===== config.mk =====
export PLATFORM = sky130hd
export DESIGN_NAME = tra_front
export DESIGN_NICKNAME = d
export VERILOG_FILES = /design/src/hdl/tra_pkg.sv /design/src/hdl/tra_front.sv
export SDC_FILE = /design/constraint.sdc
export NUM_CORES = 1
export LEC_CHECK = 0
export BUFFER_PORTS_ARGS = -buffer_cell sky130_fd_sc_hd__clkbuf_2
export CORE_AREA = 3 3 40 42
export DETAILED_ROUTE_END_ITERATION = 10
export DIE_AREA = 0 0 43 45
export PLACE_DENSITY = 0.77
export SYNTH_ARGS = -nofsm -noshare
export SYNTH_HDL_FRONTEND = slang
export SYNTH_SLANG_ARGS = --single-unit

===== constraint.sdc =====
create_clock -name vclk -period 5.3
set_input_delay 0.795 -clock vclk [all_inputs]
set_output_delay 0.795 -clock vclk [all_outputs]
set_load 0.005 [all_outputs]

===== src/hdl/tra_pkg.sv =====
// Package for the tanh rational approximation block.
// Holds the item type passed from front to back, field widths and polynomial constants.
// No dependencies.
package tra_pkg;

  localparam int X_W    = 16;  // Q4.12 input sample
  localparam int Y_W    = 16;  // Q1.14 result
  localparam int MAG_W  = 15;  // magnitude of an unsaturated sample, at most 5.0
  localparam int T_W    = 17;  // x^2 in Q.12, at most 102400
  localparam int P1_W   = 21;
  localparam int P2_W   = 27;
  localparam int P3_W   = 32;
  localparam int Q1_W   = 24;
  localparam int Q2_W   = 30;
  localparam int Q3_W   = 35;
  localparam int NUM_W  = MAG_W + P3_W;  // |x| * P
  localparam int D_W    = NUM_W + 2;     // |x| * P * 4
  localparam int QUO_W  = 20;            // quotient bits, quotient stays below 2^20
  localparam int REM_W  = Q3_W;
  localparam int FIFO_DEPTH = 2;

  localparam logic signed [X_W-1:0] FIVE_Q12 = 16'sd20480;
  localparam logic [MAG_W-1:0]      ONE_Q14  = 15'd16384;

  localparam logic [P1_W-1:0] P_C3 = 21'(378 * 4096);
  localparam logic [P2_W-1:0] P_C2 = 27'(17325 * 4096);
  localparam logic [P3_W-1:0] P_C1 = 32'(135135 * 4096);
  localparam logic [Q1_W-1:0] Q_C3 = 24'(3150 * 4096);
  localparam logic [Q2_W-1:0] Q_C2 = 30'(62370 * 4096);
  localparam logic [Q3_W-1:0] Q_C1 = 35'(135135 * 4096);
  localparam logic [Q1_W-1:0] Q_T3 = 24'd28;

  // One classified word on its way from the front to the back.
  typedef struct packed {
    logic             neg;
    logic             sat;
    logic [MAG_W-1:0] mag;
  } item_t;

endpackage


===== src/hdl/tra_front.sv =====
// Front end of the tanh block: accepts a sample and classifies it.
// Depends on tra_pkg.
module tra_front import tra_pkg::*; (
  input  logic                  start,
  input  logic                  full,
  input  logic signed [X_W-1:0] x_in,
  output logic                  busy,
  output logic                  push,
  output item_t                 item
);

  logic [X_W-1:0] abs_x;

  assign busy  = full;
  assign push  = start && !full;
  assign abs_x = x_in[X_W-1] ? X_W'(-x_in) : x_in;

  // Saturation covers x > 5.0 and x <= -5.0; everything else has |x| <= 5.0.
  always_comb begin
    item.neg = x_in[X_W-1];
    item.sat = (x_in > FIVE_Q12) || (x_in <= -FIVE_Q12);
    item.mag = item.sat ? MAG_W'(0) : abs_x[MAG_W-1:0];
  end

endmodule


Word level (Yosys, flattened, before mapping). Index checks and enable logic that the tools add are counted.

Register bits after elaboration: 0. Input port bits: 18. Output and inout port bits: 19.

Multiplexer cells: 2. Order comparisons: 2. Add/sub/neg operators: 1. Reduce and logical (&&, ||, !) cells: 3.

Operator list (count): 15-bit 2-to-1 mux (2); 16-bit > comparator, second input constant (1); 16-bit less-or-equal comparator, second input constant (1); 15-bit negation (1); 1-bit logical AND (1); 1-bit logical NOT (1); 1-bit logical OR (1).

Longest topological paths before layout.
Word-level depth: 3. Depth in mapped cells: 7. Depth with buffers taken out: 6.

Worst setup path after synthesis. OpenSTA, ideal clock, no wires.

Path type: input to output. From: input x_in[0]. To: output item[10] in the netlist's numbering. Arrival: 2.188 ns. Stages on the path: 6. Path slack: 2.317 ns. Path through: inv_1 ha_1 or4b_2 nor4_1 xnor2_1 a22o_1.

RTL lines: from (decl) (line tra_front.sv:6) `input logic signed [X_W-1:0] x_in,`; to (decl) (line tra_front.sv:9) `output item_t item`.

==> qor.csv <==
stage,metric,value,unit
logic_synthesis,synth_area,546.8,um2
detailed_routing,wl,1616,um
clocking,cts_resized,0,
die,core_region_area,1285,um2
logic_synthesis,syn_inst,82,
critical_path,cp_cell_sequence,clkbuf_2 > inv_1 > ha_1 > nor4b_2 > a31oi_1 > o21ai_0 > o21ai_0 > clkbuf_2,
grt,overflow,0,
die,ios,37,
grt,antenna_found_initial,0,
layout,seq_cells,0,
critical_path,startpoint_type,input pin,
power,power,56.11,uW
critical_path,arrival,2580,ps
power,cellLeakagePower,0.3312,nW
logic_synthesis,synth_fp_nets,101,
layout,regArea,0,um2
sta,timing.fmax,296.0,MHz
outcome,outcome,"complete, no violations",
detailed_routing,antenna_left,0,
grt,grt_pass1_wl,2711,um
critical_path,crit_buf_inv,3,
critical_path,cpMaxStageDelayCell,o21ai_0,
sta,setup_ws,1922,ps
grt,track_usage,0.1692,
sta,tns,0,ps
sta,fin_crit_sh,0.6373,
critical_path,max_stage_delay,450,ps
grt,met3_usage,0.003984,
layout,multi_input_area,500.5,um2
clocking,cts_hold_buf,0,
layout,area_growth,31.58,%
die,die_x,43,um
placement,place_hpwl,1268,um
sta,setup_viol,0,
sta,hold-worst-slack,1777,ps
die,initial_utilization,0.4255,
critical_path,cp_max_fo,5,
critical_path,critPathKind,input pin to primary output,
detailed_routing,wire_per_inst,12.63,um
power,peakVddDrop,40.93,uV
sta,finalMaxSlewViolations,0,
grt,use_met2,0.3204,
layout,drive_above_1_share,0.4071,
layout,stdcell_area,719.4,um2
sta,period_needed,3378,ps
critical_path,crit_family,compound AO/OA/AOI/OAI gates,
detailed_routing,drt-initial-drc-count,14,
grt,busiest_layer,met2,
logic_synthesis,ys_seq_area_frac,0,
clocking,post-cts-setup-buffer-count,0,
layout,filler_cell_count,126,
layout,antenna_cells,0,
critical_path,cp-end-kind,primary output,
layout,fin_util,0.5599,
critical_path,worstPathRequired,4510,ps
grt,grt_max_degree,16,
job,maxCapViolCount,0,
detailed_routing,drt_first_pass_iters,4,
logic_synthesis,yosysWarnings,0,
logic_synthesis,synth.distinct_cells,37,
placement,dp.cells,128,
worst_hold_path,hold_class,input pin to primary output,
detailed_routing,drc_errors,0,
detailed_routing,num_vias,758,
die,fp-row-count,13,
power,p_per_area,77.99,nW/um2
sta,rsz0062_at_grt,false,
layout,fin_cells,128,
grt,met1_usage,0.2286,
sta,relSlewSlack,0.5525,
placement,gp_congestion,0.8996,
placement,dpl-instance-area,719.4,um2
detailed_routing,viasPerCell,5.922,
sta,hold_viol,0,
layout,nets,134,
placement,io_buffers,37,
placement,place_ws,1924,ps
logic_synthesis,syn_avg_cell_area,6.668,um2
die,die_area,1935,um2
layout,nClkBuffers,0,
die,die_h,45,um
grt,grt_pass1_vias,672,
sta,tightest_slew,665.1,ps
-- synthesized netlist by cell type, types with 3 or more instances --
cell type	number	area [um2]
a22o_1	3	26.28
clkbuf_1	3	11.26
inv_1	4	15.01
nand2_1	9	33.78
nor2_1	7	26.28
nor4_1	3	18.77
o21a_1	5	37.54
o21ai_0	4	20.02
o31ai_1	3	22.52
or2_2	3	18.77
xnor2_1	5	43.79
-- logic make-up (layout without fill, tap and decap cells) --
group           after synthesis  after routing  synth area share
mux                           1              1           0.02059
buf+inv                      10             41           0.08464
xor+xnor                      5              5           0.08009
simple gates                 36             36            0.3730
compound gates               28             28            0.4005
fa+ha+maj                     2              2           0.04119
-- path summary, 6_finish.rpt --
kind                  slack [ps]       to  startpoint  depth (start not counted)
worst max-delay path        1920  item[8]     x_in[0]                          8
worst min-delay path        1780     busy        full                          2
-- layer usage --
layer / share of wire / up-vias
li1: - / 383
met1: 0.46 / 335
met2: 0.45 / 40
met3: 0.090 / 0
met4: 0 / 0
met5: 0 / -
-- report_power, final --
| part | leakage [nW] | internal [mW] | total, mW | switching (mW) |
|---|---|---|---|---|
| registers | 0 | 0 | 0 | 0 |
| logic | 0.331 | 0.0266 | 0.0561 | 0.0295 |
| clock network | 0 | 0 | 0 | 0 |
| total | 0.331 | 0.0266 | 0.0561 | 0.0295 |
-- placed cells by master, fill, tap and decap left out, types with 3 or more instances in the layout --
| master | count |
|---|---|
| clkbuf_2 | 37 |
| or2_2 | 3 |
| nor2_1 | 7 |
| nor4_1 | 3 |
| inv_1 | 4 |
| xnor2_1 | 5 |
| a22o_1 | 3 |
| o31ai_1 | 3 |
| o21ai_0 | 4 |
| nand2_1 | 9 |
| o21a_1 | 5 |
-- area by class of cell --
type / instances / area share
timing repair buffer: 37 / 0.2574
inverter: 4 / 0.02087
multi-input combinational: 72 / 0.6957
tap: 15 / 0.02609
Note: power is estimated with default switching activity, not from simulation.
