<file path="config.mk">
export PLATFORM = sky130hd
export DESIGN_NAME = tra_fifo
export DESIGN_NICKNAME = d
export VERILOG_FILES = /design/src/hdl/tra_pkg.sv /design/src/hdl/tra_fifo.sv
export SDC_FILE = /design/constraint.sdc
export NUM_CORES = 1
export LEC_CHECK = 0
export CAP_MARGIN = 20
export CORE_UTILIZATION = 64
export DETAILED_ROUTE_END_ITERATION = 6
export DONT_BUFFER_PORTS = 1
export HOLD_SLACK_MARGIN = 0.15
export PLACE_DENSITY = 0.8
export SYNTH_ARGS = -nofsm -noshare
export SYNTH_HDL_FRONTEND = slang
export SYNTH_SLANG_ARGS = --single-unit
</file>
<file path="constraint.sdc">
create_clock -name clk -period 4.6 [get_ports clk]
set_input_delay 0.92 -clock clk [delete_from_list [all_inputs] [get_ports clk]]
set_output_delay 0.92 -clock clk [all_outputs]
set_load 0.02 [all_outputs]
</file>
<file path="src/hdl/tra_pkg.sv">
// Package for the tanh rational approximation block.
// Holds the item type passed from front to back, field widths and polynomial constants.
// No dependencies.
package tra_pkg;

  localparam int X_W    = 16;  // Q4.12 input sample
  localparam int Y_W    = 16;  // Q1.14 result
  localparam int MAG_W  = 15;  // magnitude of an unsaturated sample, at most 5.0
  localparam int T_W    = 17;  // x^2 in Q.12, at most 102400
  localparam int P1_W   = 21;
  localparam int P2_W   = 27;
  localparam int P3_W   = 32;
  localparam int Q1_W   = 24;
  localparam int Q2_W   = 30;
  localparam int Q3_W   = 35;
  localparam int NUM_W  = MAG_W + P3_W;  // |x| * P
  localparam int D_W    = NUM_W + 2;     // |x| * P * 4
  localparam int QUO_W  = 20;            // quotient bits, quotient stays below 2^20
  localparam int REM_W  = Q3_W;
  localparam int FIFO_DEPTH = 2;

  localparam logic signed [X_W-1:0] FIVE_Q12 = 16'sd20480;
  localparam logic [MAG_W-1:0]      ONE_Q14  = 15'd16384;

  localparam logic [P1_W-1:0] P_C3 = 21'(378 * 4096);
  localparam logic [P2_W-1:0] P_C2 = 27'(17325 * 4096);
  localparam logic [P3_W-1:0] P_C1 = 32'(135135 * 4096);
  localparam logic [Q1_W-1:0] Q_C3 = 24'(3150 * 4096);
  localparam logic [Q2_W-1:0] Q_C2 = 30'(62370 * 4096);
  localparam logic [Q3_W-1:0] Q_C1 = 35'(135135 * 4096);
  localparam logic [Q1_W-1:0] Q_T3 = 24'd28;

  // One classified word on its way from the front to the back.
  typedef struct packed {
    logic             neg;
    logic             sat;
    logic [MAG_W-1:0] mag;
  } item_t;

endpackage

</file>
<file path="src/hdl/tra_fifo.sv">
// Short queue of classified words between the front and the back.
// Depends on tra_pkg.
module tra_fifo import tra_pkg::*; (
  input  logic  clk,
  input  logic  rst_n,
  input  logic  push,
  input  item_t wdata,
  input  logic  pop,
  output logic  full,
  output logic  empty,
  output item_t rdata
);

  localparam int PTR_W = $clog2(FIFO_DEPTH);
  localparam int CNT_W = $clog2(FIFO_DEPTH + 1);

  item_t            mem [FIFO_DEPTH];
  logic [PTR_W-1:0] wp_r, rp_r;
  logic [CNT_W-1:0] cnt_r, cnt_nxt;
  logic             do_pop;

  assign full   = (cnt_r == CNT_W'(FIFO_DEPTH));
  assign empty  = (cnt_r == '0);
  assign do_pop = pop && !empty;
  assign rdata  = mem[rp_r];

  always_comb begin
    cnt_nxt = cnt_r;
    if (push && !do_pop) cnt_nxt = cnt_r + 1'b1;
    else if (!push && do_pop) cnt_nxt = cnt_r - 1'b1;
  end

  always_ff @(posedge clk) begin
    if (!rst_n) begin
      wp_r  <= '0;
      rp_r  <= '0;
      cnt_r <= '0;
    end else begin
      cnt_r <= cnt_nxt;
      if (push) wp_r <= (wp_r == PTR_W'(FIFO_DEPTH - 1)) ? '0 : wp_r + 1'b1;
      if (do_pop) rp_r <= (rp_r == PTR_W'(FIFO_DEPTH - 1)) ? '0 : rp_r + 1'b1;
    end
  end

  always_ff @(posedge clk) begin
    if (push) mem[wp_r] <= wdata;
  end

endmodule

</file>
======== Yosys cells after proc, flatten, opt, wreduce, memory -nomap -nowiden ========
Memory sizes are Yosys's and may differ from the RTL's. A register that Yosys moved wholly into a read port is not among the register bits.
Index checks and enable logic that the tools add are counted.
word-level totals
  bits in registers ....................... 4
  latch bits .............................. 0
  RAM bits ................................ 34
  memory bits (read-only) ................. 0
  input port bits ......................... 21
  output and inout port bits .............. 19
  logic and storage cells ................. 25
  memories kept ........................... 1
operators by class
  add/sub/neg operators ................... 4
  $mul .................................... 0
  divide/modulo/power cells ............... 0
  magnitude comparators ................... 0
  equal/unequal tests ..................... 1
  shifts and indexed selects .............. 0
  multiplexer cells ....................... 8
  bitwise logic cells ..................... 0
  reductions and logical operators ........ 8
memories
  memory  words  width  read ports  clocked after memory_dff  wr ports  RTL line        text
  mem     2      17     1           1                         1         tra_fifo.sv:17  item_t mem [FIFO_DEPTH];
operators with widths
  operator                                           number
  2-to-1 mux 1 bit                                   6
  2-to-1 mux 2 bit                                   2
  logical AND 1 bit                                  3
  logical NOT 1 bit                                  3
  adder 1 bit (second input constant)                2
  adder 2 x 1 -> 2 bit (second input constant)       1
  == test 2 bit (second input constant)              1
  logical NOT 2 bit                                  1
  nonzero test 2 bit                                 1
  subtractor 2 x 1 -> 2 bit (second input constant)  1

======== Logic depth before layout (Yosys ltp) ========
Gate-level depths: netlist (run 1).
  word-level depth ........................ 6
  gate-level depth with buffers ........... 5
  gate-level depth less buffers ........... 5

======== Worst setup path before layout (run 1) ========
No wires, ideal clock.
  kind .................................... input port to flip-flop
  start point ............................. input port push
  end point ............................... memory mem[0][0] in the netlist's numbering, enable pin
  library setup time ...................... 394 ps
  arrival ................................. 1758 ps
  data required time ...................... 4206 ps
  path slack .............................. 2448 ps
  stages .................................. 1
  buffers on the path ..................... 0
  cells stage by stage .................... nor2b_1
on the way
  cells in the longest elaborated chain, start to end .. 2
RTL lines
  element                                 RTL line        text
  start: declaration                      tra_fifo.sv:6   input logic push,
  2-to-1 mux 1 bit                        tra_fifo.sv:46  if (push) mem[wp_r] <= wdata;
  2-to-1 mux 1 bit (not written as such)  tra_fifo.sv:46
  end: declaration                        tra_fifo.sv:17
Every way passes these cells.

==> out/results.txt, run 1 <==
skew final: 5.00 ps
Sink Count: 39
routed len/inst: 17.1 microns
post-synth top area cell: edfxtp_1
count leader, synth: edfxtp_1
final setup TNS: 0 ps
post-synthesis compound-gate area fraction: 0.0173
Die Ht: 49.5 microns
slowest CP cell: dfxtp_1
Initial Util: 0.706
number of distinct library cells after synthesis: 16
power consumption: 818 uW
WS Path Type: register to output pin
Vias: 609
VDD IR-drop max: 0.438 mV
most used flip-flop cell after synthesis: edfxtp_1
CORE AREA: 2040 sq um
Highest Clock Rate: 396 MHz
Final Hold Fails: 0
Hold EP: cnt_r[1]$_SDFFE_PN0P_
Worst path depth: 1
Clk pin slew, worst setup/hold paths: 100 ps
Final period util: 0.548
Clk Latency, worst-skew pair: 320 ps
die area: 2450 sq um
Critical Path RT: 3680 ps
number of flops mapped to enable cells by yosys: 34
post-route insts no fill: 108
CP Capture Type: output pin
Synth Register Bits: 39
DRT Wirelength: 1850 microns
RSZ-0062 raised after global routing: false
sequential-to-total area share from yosys stat: 0.777
Port-buffer cells: 0
Worst Path Buf+Inv: 0
Max FO, Critical Path: 17
initial antenna violation count: 0
post-synthesis mux area share: 0.133
LEAKAGE: 0.000504 uW
Post-Synth XOR/XNOR Area: 0.0182
vias per cell: 5.64
Area growth syn-to-layout: 5.81%
global-route wire length before repair: 2900 microns
n_diodes: 0
worst reg2reg path depth: 4
Commonest cells post-synth: edfxtp_1 (34), mux2_2 (17), dfxtp_1 (5)
Mapped Cells: 75
CTS tree: yes
Largest stage delay, worst path: 800 ps
synthesized area per cell: 19.2 sq um
setup slack, reg-to-reg: 3120 ps
Hold Path Class: register to register
Detail Route Antenna Nets: 0
Detailed Place HPWL: 1260 microns
area fraction of the dominant cell type after synthesis: 0.708
CP delay by family, top: flip-flops
largest family of logic cells by synthesized area: multiplexers
Num CTS Buffers: 5
pwr dens: 536 nW/um^2
Layout Nets: 102
top post-synthesis cells by area: edfxtp_1 (71%), mux2_2 (13%), dfxtp_1 (6.9%)
buffer depth of the longest clock path: 2
number of global-route vias before repair: 627
Boundary Pins: 40
GP Congestion: 0.551
FP Rows: 16
Die Span X: 49.5 microns
worst rel slew slack: 0.425
worst r2r src: cnt_r[0]$_SDFFE_PN0P_
Worst R2R End: cnt_r[1]$_SDFFE_PN0P_
Max-Cap Viols: 0
# setup viols final: 0
Cell Area, Synth: 1440 sq um
Cell Chain, Critical Path: mux2_2
Initial DRT Pass Iterations: 4
synthesized-area fraction occupied by adder cells: 0.00867
outcome: finished, final reports clean
Slew Viols, Final: 0
htree depth: 2
Slew @ Worst Pin: 859 ps
asr flop ratio synth: 0
dpl cells: 100
DR DRC count: 0
layout cells sized above 1: 0.309
YS warnings: 0
final hold slack: 521 ps
post_cts resized: 0
worst hold path stage count: 2
hold_buf cts: 0
min cycle time layout: 2520 ps
HP Start: cnt_r[1]$_SDFFE_PN0P_
Arr. time, crit path: 1600 ps
Root Buffer: clkbuf_4
Syn Nets: 97
largest net degree at the start of global routing: 19
Post-Synth Simple-Gate Area: 0.0373
GRT overflow: 0
Critical Path Start Type: register
Iter 0 DRT Violations: 12
postcts setup bufs: 0
total track usage: 0.173
[flip-flops by register name, indices dropped and copies added (netlist names), named ones only]
register / flops
cnt_r: 2
mem: 34
rp_r: 1
wp_r: 1
[tightest hold or removal path: cells and delay by family (launching register included)]
kind / cells / cell delay (ps)
AO/OA/AOI/OAI: 2 / 140
flip-flops: 1 / 350
[per-stage QoR]
stage / setup slack (ps) / instance area [sq um] / utilization
final: 2080 / 1530 / 0.748
after detailed placement: 2410 / 1470 / 0.718
after floorplan: 2450 / 1440 / -
after global routing: 1970 / 1530 / 0.748
after global placement: 2400 / 1470 / 0.718
after CTS: 2050 / 1530 / 0.748
[kinds of logic after synthesis]
kind of cell	count (synthesis)
simple gates	9
compound gates	4
fa+ha+maj	1
buf+inv	2
mux	17
xor+xnor	3
flops	39
[power breakdown]
| part | internal (uW) | total (uW) | switching (uW) |
|---|---|---|---|
| registers | 419 | 457 | 38.1 |
| logic | 81.0 | 192 | 111 |
| clock network | 74.1 | 169 | 94.8 |
| total | 574 | 818 | 244 |
[layer usage]
metal / global-route usage / vias to the layer above / share of wire
li1: - / 293 / -
met3: 0.0741 / 2 / 0.073
met5: 0 / - / 0
met1: 0.176 / 287 / 0.36
met2: 0.311 / 27 / 0.56
met4: 0.0714 / 0 / 0.0054
[final cells by class]
| type | count | area, sq um |
|---|---|---|
| clock inverter | 1 | 5.00 |
| multi-input combinational | 34 | 312 |
| fill | 134 | 515 |
| tap | 27 | 33.8 |
| clock buffer | 7 | 55.1 |
| sequential | 39 | 1120 |
[cell usage in the layout, fill, tap and decap left out, types with 2 or more instances in the layout]
| cell type | instances |
|---|---|
| xnor2_1 | 2 |
| mux2_2 | 17 |
| edfxtp_1 | 34 |
| clkbuf_4 | 5 |
| dfxtp_1 | 5 |
| nor2b_1 | 2 |
| and2_1 | 4 |
[how the worst max path moves through the flow]
stage / from / slack [ps] / endpoint
floorplan: push / 2450 / mem[0][0]$_DFFE_PP_
global placement: register / 2400 / rdata[0]
detailed placement: register / 2410 / rdata[0]
CTS: register / 2050 / rdata[0]
global route: register / 1970 / rdata[0]
finish: register / 2080 / rdata[0]
No activity file was read; power rests on OpenSTA's default activity.
==> run 2: changes to the inputs <==
CORE_ASPECT_RATIO = 2   (was unset)
CORE_UTILIZATION = 54   (was 64)
PLACE_DENSITY = 0.72   (was 0.8)
clock period = 2.1 ns   (was 4.6 ns; I/O delays follow)
==> out/results.txt, run 2 (synthesis results as in run 1) <==
final setup TNS: 0 ps
Area growth syn-to-layout: 12.5%
DRT Wirelength: 2010 microns
Layout Nets: 105
Cell Chain, Critical Path: buf_4, mux2_2
slowest CP cell: dfxtp_1
met2 GRT Util: 0.244
final hold slack: 223 ps
Die Ht: 75.1 microns
post-route insts no fill: 112
Critical Path RT: 1680 ps
Initial DRT Pass Iterations: 4
Vias: 644
Hold Path Class: input port to register
skew final: 4.60 ps
VDD IR-drop max: 0.824 mV
Slew Viols, Final: 0
GP Congestion: 0.609
GRT overflow: 0
most frequent cells in the layout: edfxtp_1 (34), mux2_2 (17), dfxtp_1 (5), clkbuf_8 (5), and2_1 (4)
grt met1 use: 0.148
max reg flops: 34
outcome: finished, final reports clean
met3 GRT Util: 0.0796
CORE AREA: 2540 sq um
# setup viols final: 0
Most Crowded Layer GR: met2
Sink Count: 39
Detailed Place HPWL: 1410 microns
worst rel slew slack: 0.630
largest net degree at the start of global routing: 19
Detail Route Antenna Nets: 0
Final Hold Fails: 0
die area: 2890 sq um
LEAKAGE: 0.000550 uW
min cycle time layout: 1800 ps
power consumption: 2150 uW
global-route wire length before repair: 2840 microns
htree depth: 2
Port-buffer cells: 0
Num CTS Buffers: 5
CTS tree: yes
routed len/inst: 18.0 microns
post_cts resized: 0
Largest stage delay, worst path: 420 ps
Max FO, Critical Path: 13
Iter 0 DRT Violations: 10
Clk Latency, worst-skew pair: 280 ps
FP Rows: 26
Slew @ Worst Pin: 555 ps
commonest non-fill, non-tap cell in the layout: edfxtp_1
DR DRC count: 0
HP Start: wdata[0]
total track usage: 0.152
RSZ-0062 raised after global routing: false
Boundary Pins: 40
Die Span X: 38.6 microns
WS Path Type: register to output pin
vias per cell: 5.75
Max-Cap Viols: 0
Highest Clock Rate: 554 MHz
number of global-route vias before repair: 631
n_diodes: 0
CP Capture Type: output pin
Final period util: 0.859
worst r2r src: cnt_r[0]$_SDFFE_PN0P_
Largest regs: mem: 34 flops, cnt_r: 2 flops
most flop-heavy register: mem
layout cells sized above 1: 0.333
Arr. time, crit path: 1380 ps
Clk pin slew, worst setup/hold paths: 70 ps
pwr dens: 1320 nW/um^2
Root Buffer: clkbuf_8
Critical Path Start Type: register
initial antenna violation count: 0
hold_buf cts: 0
postcts setup bufs: 0
Initial Util: 0.569
buffer depth of the longest clock path: 2
dpl cells: 104
-- run 2: cell type report --
type / count / area, sq um
clock inverter: 2 / 60.1
sequential: 39 / 1120
fill: 182 / 915
multi-input combinational: 34 / 312
clock buffer: 6 / 72.6
timing repair buffer: 3 / 22.5
tap: 28 / 35.0
-- run 2: routing by layer --
metal | wire length (microns) | vias to the layer above
met5 | 0 | -
met4 | 46 | 0
met3 | 195 | 5
met2 | 1120 | 28
met1 | 654 | 313
li1 | - | 298
-- run 2: path summary, 6_finish.rpt --
path	end	slack, ps	depth (start not counted)
setup / recovery	rdata[0]	300	2
hold reg to reg	cnt_r[1]$_SDFFE_PN0P_	520	2
hold / removal	mem[1][0]$_DFFE_PP_	220	0
setup reg to reg	cnt_r[1]$_SDFFE_PN0P_	620	4
-- run 2: where the power goes --
group	leakage, uW	switching (uW)	internal [uW]
Sequential	0.000360	47.9	918
Clock	0.0000654	238	474
Combinational	0.000124	283	189
-- run 2: worst max-delay path: cells and delay by family, from the launching register on --
kind	cells	cell delay, ps
buffers and inverters	1	250
DFF	1	420
muxes	1	420
-- run 2: metrics by stage --
step | utilization | cell area (sq um) | setup slack, ps
after detailed placement | 0.587 | 1490 | 597
final | 0.640 | 1620 | 295
after floorplan | - | 1440 | 448
after global routing | 0.640 | 1620 | 209
after CTS | 0.640 | 1620 | 271
after global placement | 0.587 | 1490 | 607
==> run 3: changes to the inputs <==
ABC_AREA = 1   (was unset)
CORE_UTILIZATION = 48   (was 54)
PLACE_DENSITY = 0.65   (was 0.72)
==> out/results.txt, run 3 <==
Critical Path RT: 1680 ps
Num CTS Buffers: 5
n_diodes: 0
most used flip-flop cell after synthesis: edfxtp_1
Detailed Place HPWL: 1660 microns
outcome: finished, final reports clean
VDD IR-drop max: 0.778 mV
sequential-to-total area share from yosys stat: 0.739
buffer depth of the longest clock path: 2
number of distinct library cells after synthesis: 14
GP Congestion: 0.643
vias per cell: 5.52
CP delay by family, top: flip-flops
postcts setup bufs: 0
Cell Area, Synth: 1520 sq um
Syn Nets: 112
Largest stage delay, worst path: 550 ps
skew final: 8.48 ps
Cell Chain, Critical Path: buf_12, mux2_2
DRT Wirelength: 2250 microns
Max-Cap Viols: 0
largest net degree at the start of global routing: 18
worst rel slew slack: 0.551
synthesized area per cell: 16.8 sq um
hold_buf cts: 0
htree depth: 2
slowest CP cell: dfxtp_1
Vias: 717
Hold Path Class: input port to register
Arr. time, crit path: 1440 ps
initial antenna violation count: 0
Clk Latency, worst-skew pair: 280 ps
Slew @ Worst Pin: 672 ps
Die Span X: 41.7 microns
Worst path depth: 2
Die Ht: 81.5 microns
Sink Count: 39
Slew Viols, Final: 0
Critical Path Sink: rdata[2]
Largest regs: mem: 34 flops, cnt_r: 2 flops
Clk pin slew, worst setup/hold paths: 70 ps
fillers: 233
most frequent cells in the layout: edfxtp_1 (34), mux2_4 (10), nor2_1 (10)
Mapped Cells: 90
Area growth syn-to-layout: 8.50%
Max FO, Critical Path: 11
Worst Path Buf+Inv: 1
worst r2r src: cnt_r[0]$_SDFFE_PN0P_
Highest Clock Rate: 538 MHz
Initial Util: 0.509
Worst R2R End: cnt_r[1]$_SDFFE_PN0P_
global-route wire length before repair: 3360 microns
FP Rows: 28
total track usage: 0.140
WS Path Type: register to output pin
Root Buffer: clkbuf_8
worst reg2reg path depth: 10
area fraction of the dominant cell type after synthesis: 0.673
Final Hold Fails: 0
Final WS setup: 242 ps
most flop-heavy register: mem
pwr dens: 999 nW/um^2
Final period util: 0.885
Commonest cells post-synth: edfxtp_1 (34), mux2_4 (10), nor2_1 (10)
dpl cells: 122
routed len/inst: 17.3 microns
number of flops mapped to enable cells by yosys: 34
CTS tree: yes
Port-buffer cells: 0
post-route insts no fill: 130
post_cts resized: 0
Initial DRT Pass Iterations: 4
layout cells sized above 1: 0.260
pre-CTS setup slack: 500 ps
# setup viols final: 0
number of global-route vias before repair: 777
count leader, synth: edfxtp_1
LEAKAGE: 0.000618 uW
min cycle time layout: 1860 ps
die area: 3400 sq um
GRT overflow: 0
DR DRC count: 0
setup slack, reg-to-reg: 490 ps
final setup TNS: 0 ps
Synth Register Bits: 39
top post-synthesis cells by area: edfxtp_1 (67%), mux2_4 (9.9%), dfxtp_1 (6.6%)
final hold slack: 229 ps
asr flop ratio synth: 0
CORE AREA: 2980 sq um
Iter 0 DRT Violations: 26
Detail Route Antenna Nets: 0
CP Capture Type: output pin
YS warnings: 0
max reg flops: 34
Critical Path Start Type: register
Layout Nets: 121
commonest non-fill, non-tap cell in the layout: edfxtp_1
Boundary Pins: 40
post-synth top area cell: edfxtp_1
RSZ-0062 raised after global routing: false
run 3: cell count changes in the layout (fill, tap and decap cells not counted), moves of 4 or more:
cell,previous run,this run
and2_1,4,0
inv_1,0,9
mux2_2,17,7
mux2_4,0,10
nand2_1,0,8
nor2_1,1,10
run 3: cells by family (layout without fill, tap and decap cells):
logic type               count (synthesis)  in the layout  synth area share
adder cells (fa/ha/maj)                  1              1           0.00825
buffers and inverters                   11             21            0.0429
AND/OR/NAND/NOR                         20             20            0.0520
AO/OA/AOI/OAI                            2              2           0.00659
multiplexers                            17             17             0.151
flip-flops                              39             39             0.739
run 3: worst min-delay path by stage:
stage,from,endpoint,slack [ps],cells past startpoint
after CTS,wdata[6],mem[0][6]$_DFFE_PP_,220,0
after floorplan,rp_r$_SDFFE_PN0P_,register,470,2
after global placement,wp_r$_SDFFE_PN0P_,wp_r$_SDFFE_PN0P_,490,2
after global routing,wdata[2],mem[1][2]$_DFFE_PP_,210,0
after detailed placement,rp_r$_SDFFE_PN0P_,rp_r$_SDFFE_PN0P_,500,2
final,wdata[6],mem[0][6]$_DFFE_PP_,230,0
run 3: per-stage QoR:
step                power, uW   util  cell area, sq um
global placement         1190  0.526              1570
finish                   1640  0.553              1650
detailed placement       1210  0.526              1570
global route             1720  0.553              1650
CTS                      1660  0.553              1650
floorplan                1160      -              1520
run 3: area by class of cell:
| class | count | area [sq um] | area share |
|---|---|---|---|
| Timing Repair Buffer | 4 | 42.5 | 0.0259 |
| Clock inverter | 2 | 7.51 | 0.00456 |
| Multi-Input combinational cell | 40 | 330 | 0.201 |
| Inverter | 9 | 33.8 | 0.0205 |
| Sequential cell | 39 | 1120 | 0.681 |
| Clock buffer | 6 | 72.6 | 0.0441 |
| Tap cell | 30 | 37.5 | 0.0228 |
run 3: per-layer routing:
metal  routed length [microns]  vias to the layer above  share of wire  GRT usage
met1                       702                      347           0.31      0.100
met2                      1320                       30           0.59      0.275
li1                          -                      335              -          -
met4                        37                        0          0.016     0.0774
met5                         0                        -              0          0
met3                       183                        5          0.081     0.0681
run 3: worst register-to-register path, stage by stage (launching register included):
cell and delay [ps]:
dfxtp_1 390, nor2_1 60, buf_4 160, nor2_1 180
inv_1 80, ha_1 300, inv_1 90, nand3_1 80
nand2_1 70, inv_1 50, nor2_1 100
run 3: report_power, final:
part	internal, uW	switching (uW)	total (uW)
clock	226	229	455
sequential	898	27.4	925
combinational	106	158	264
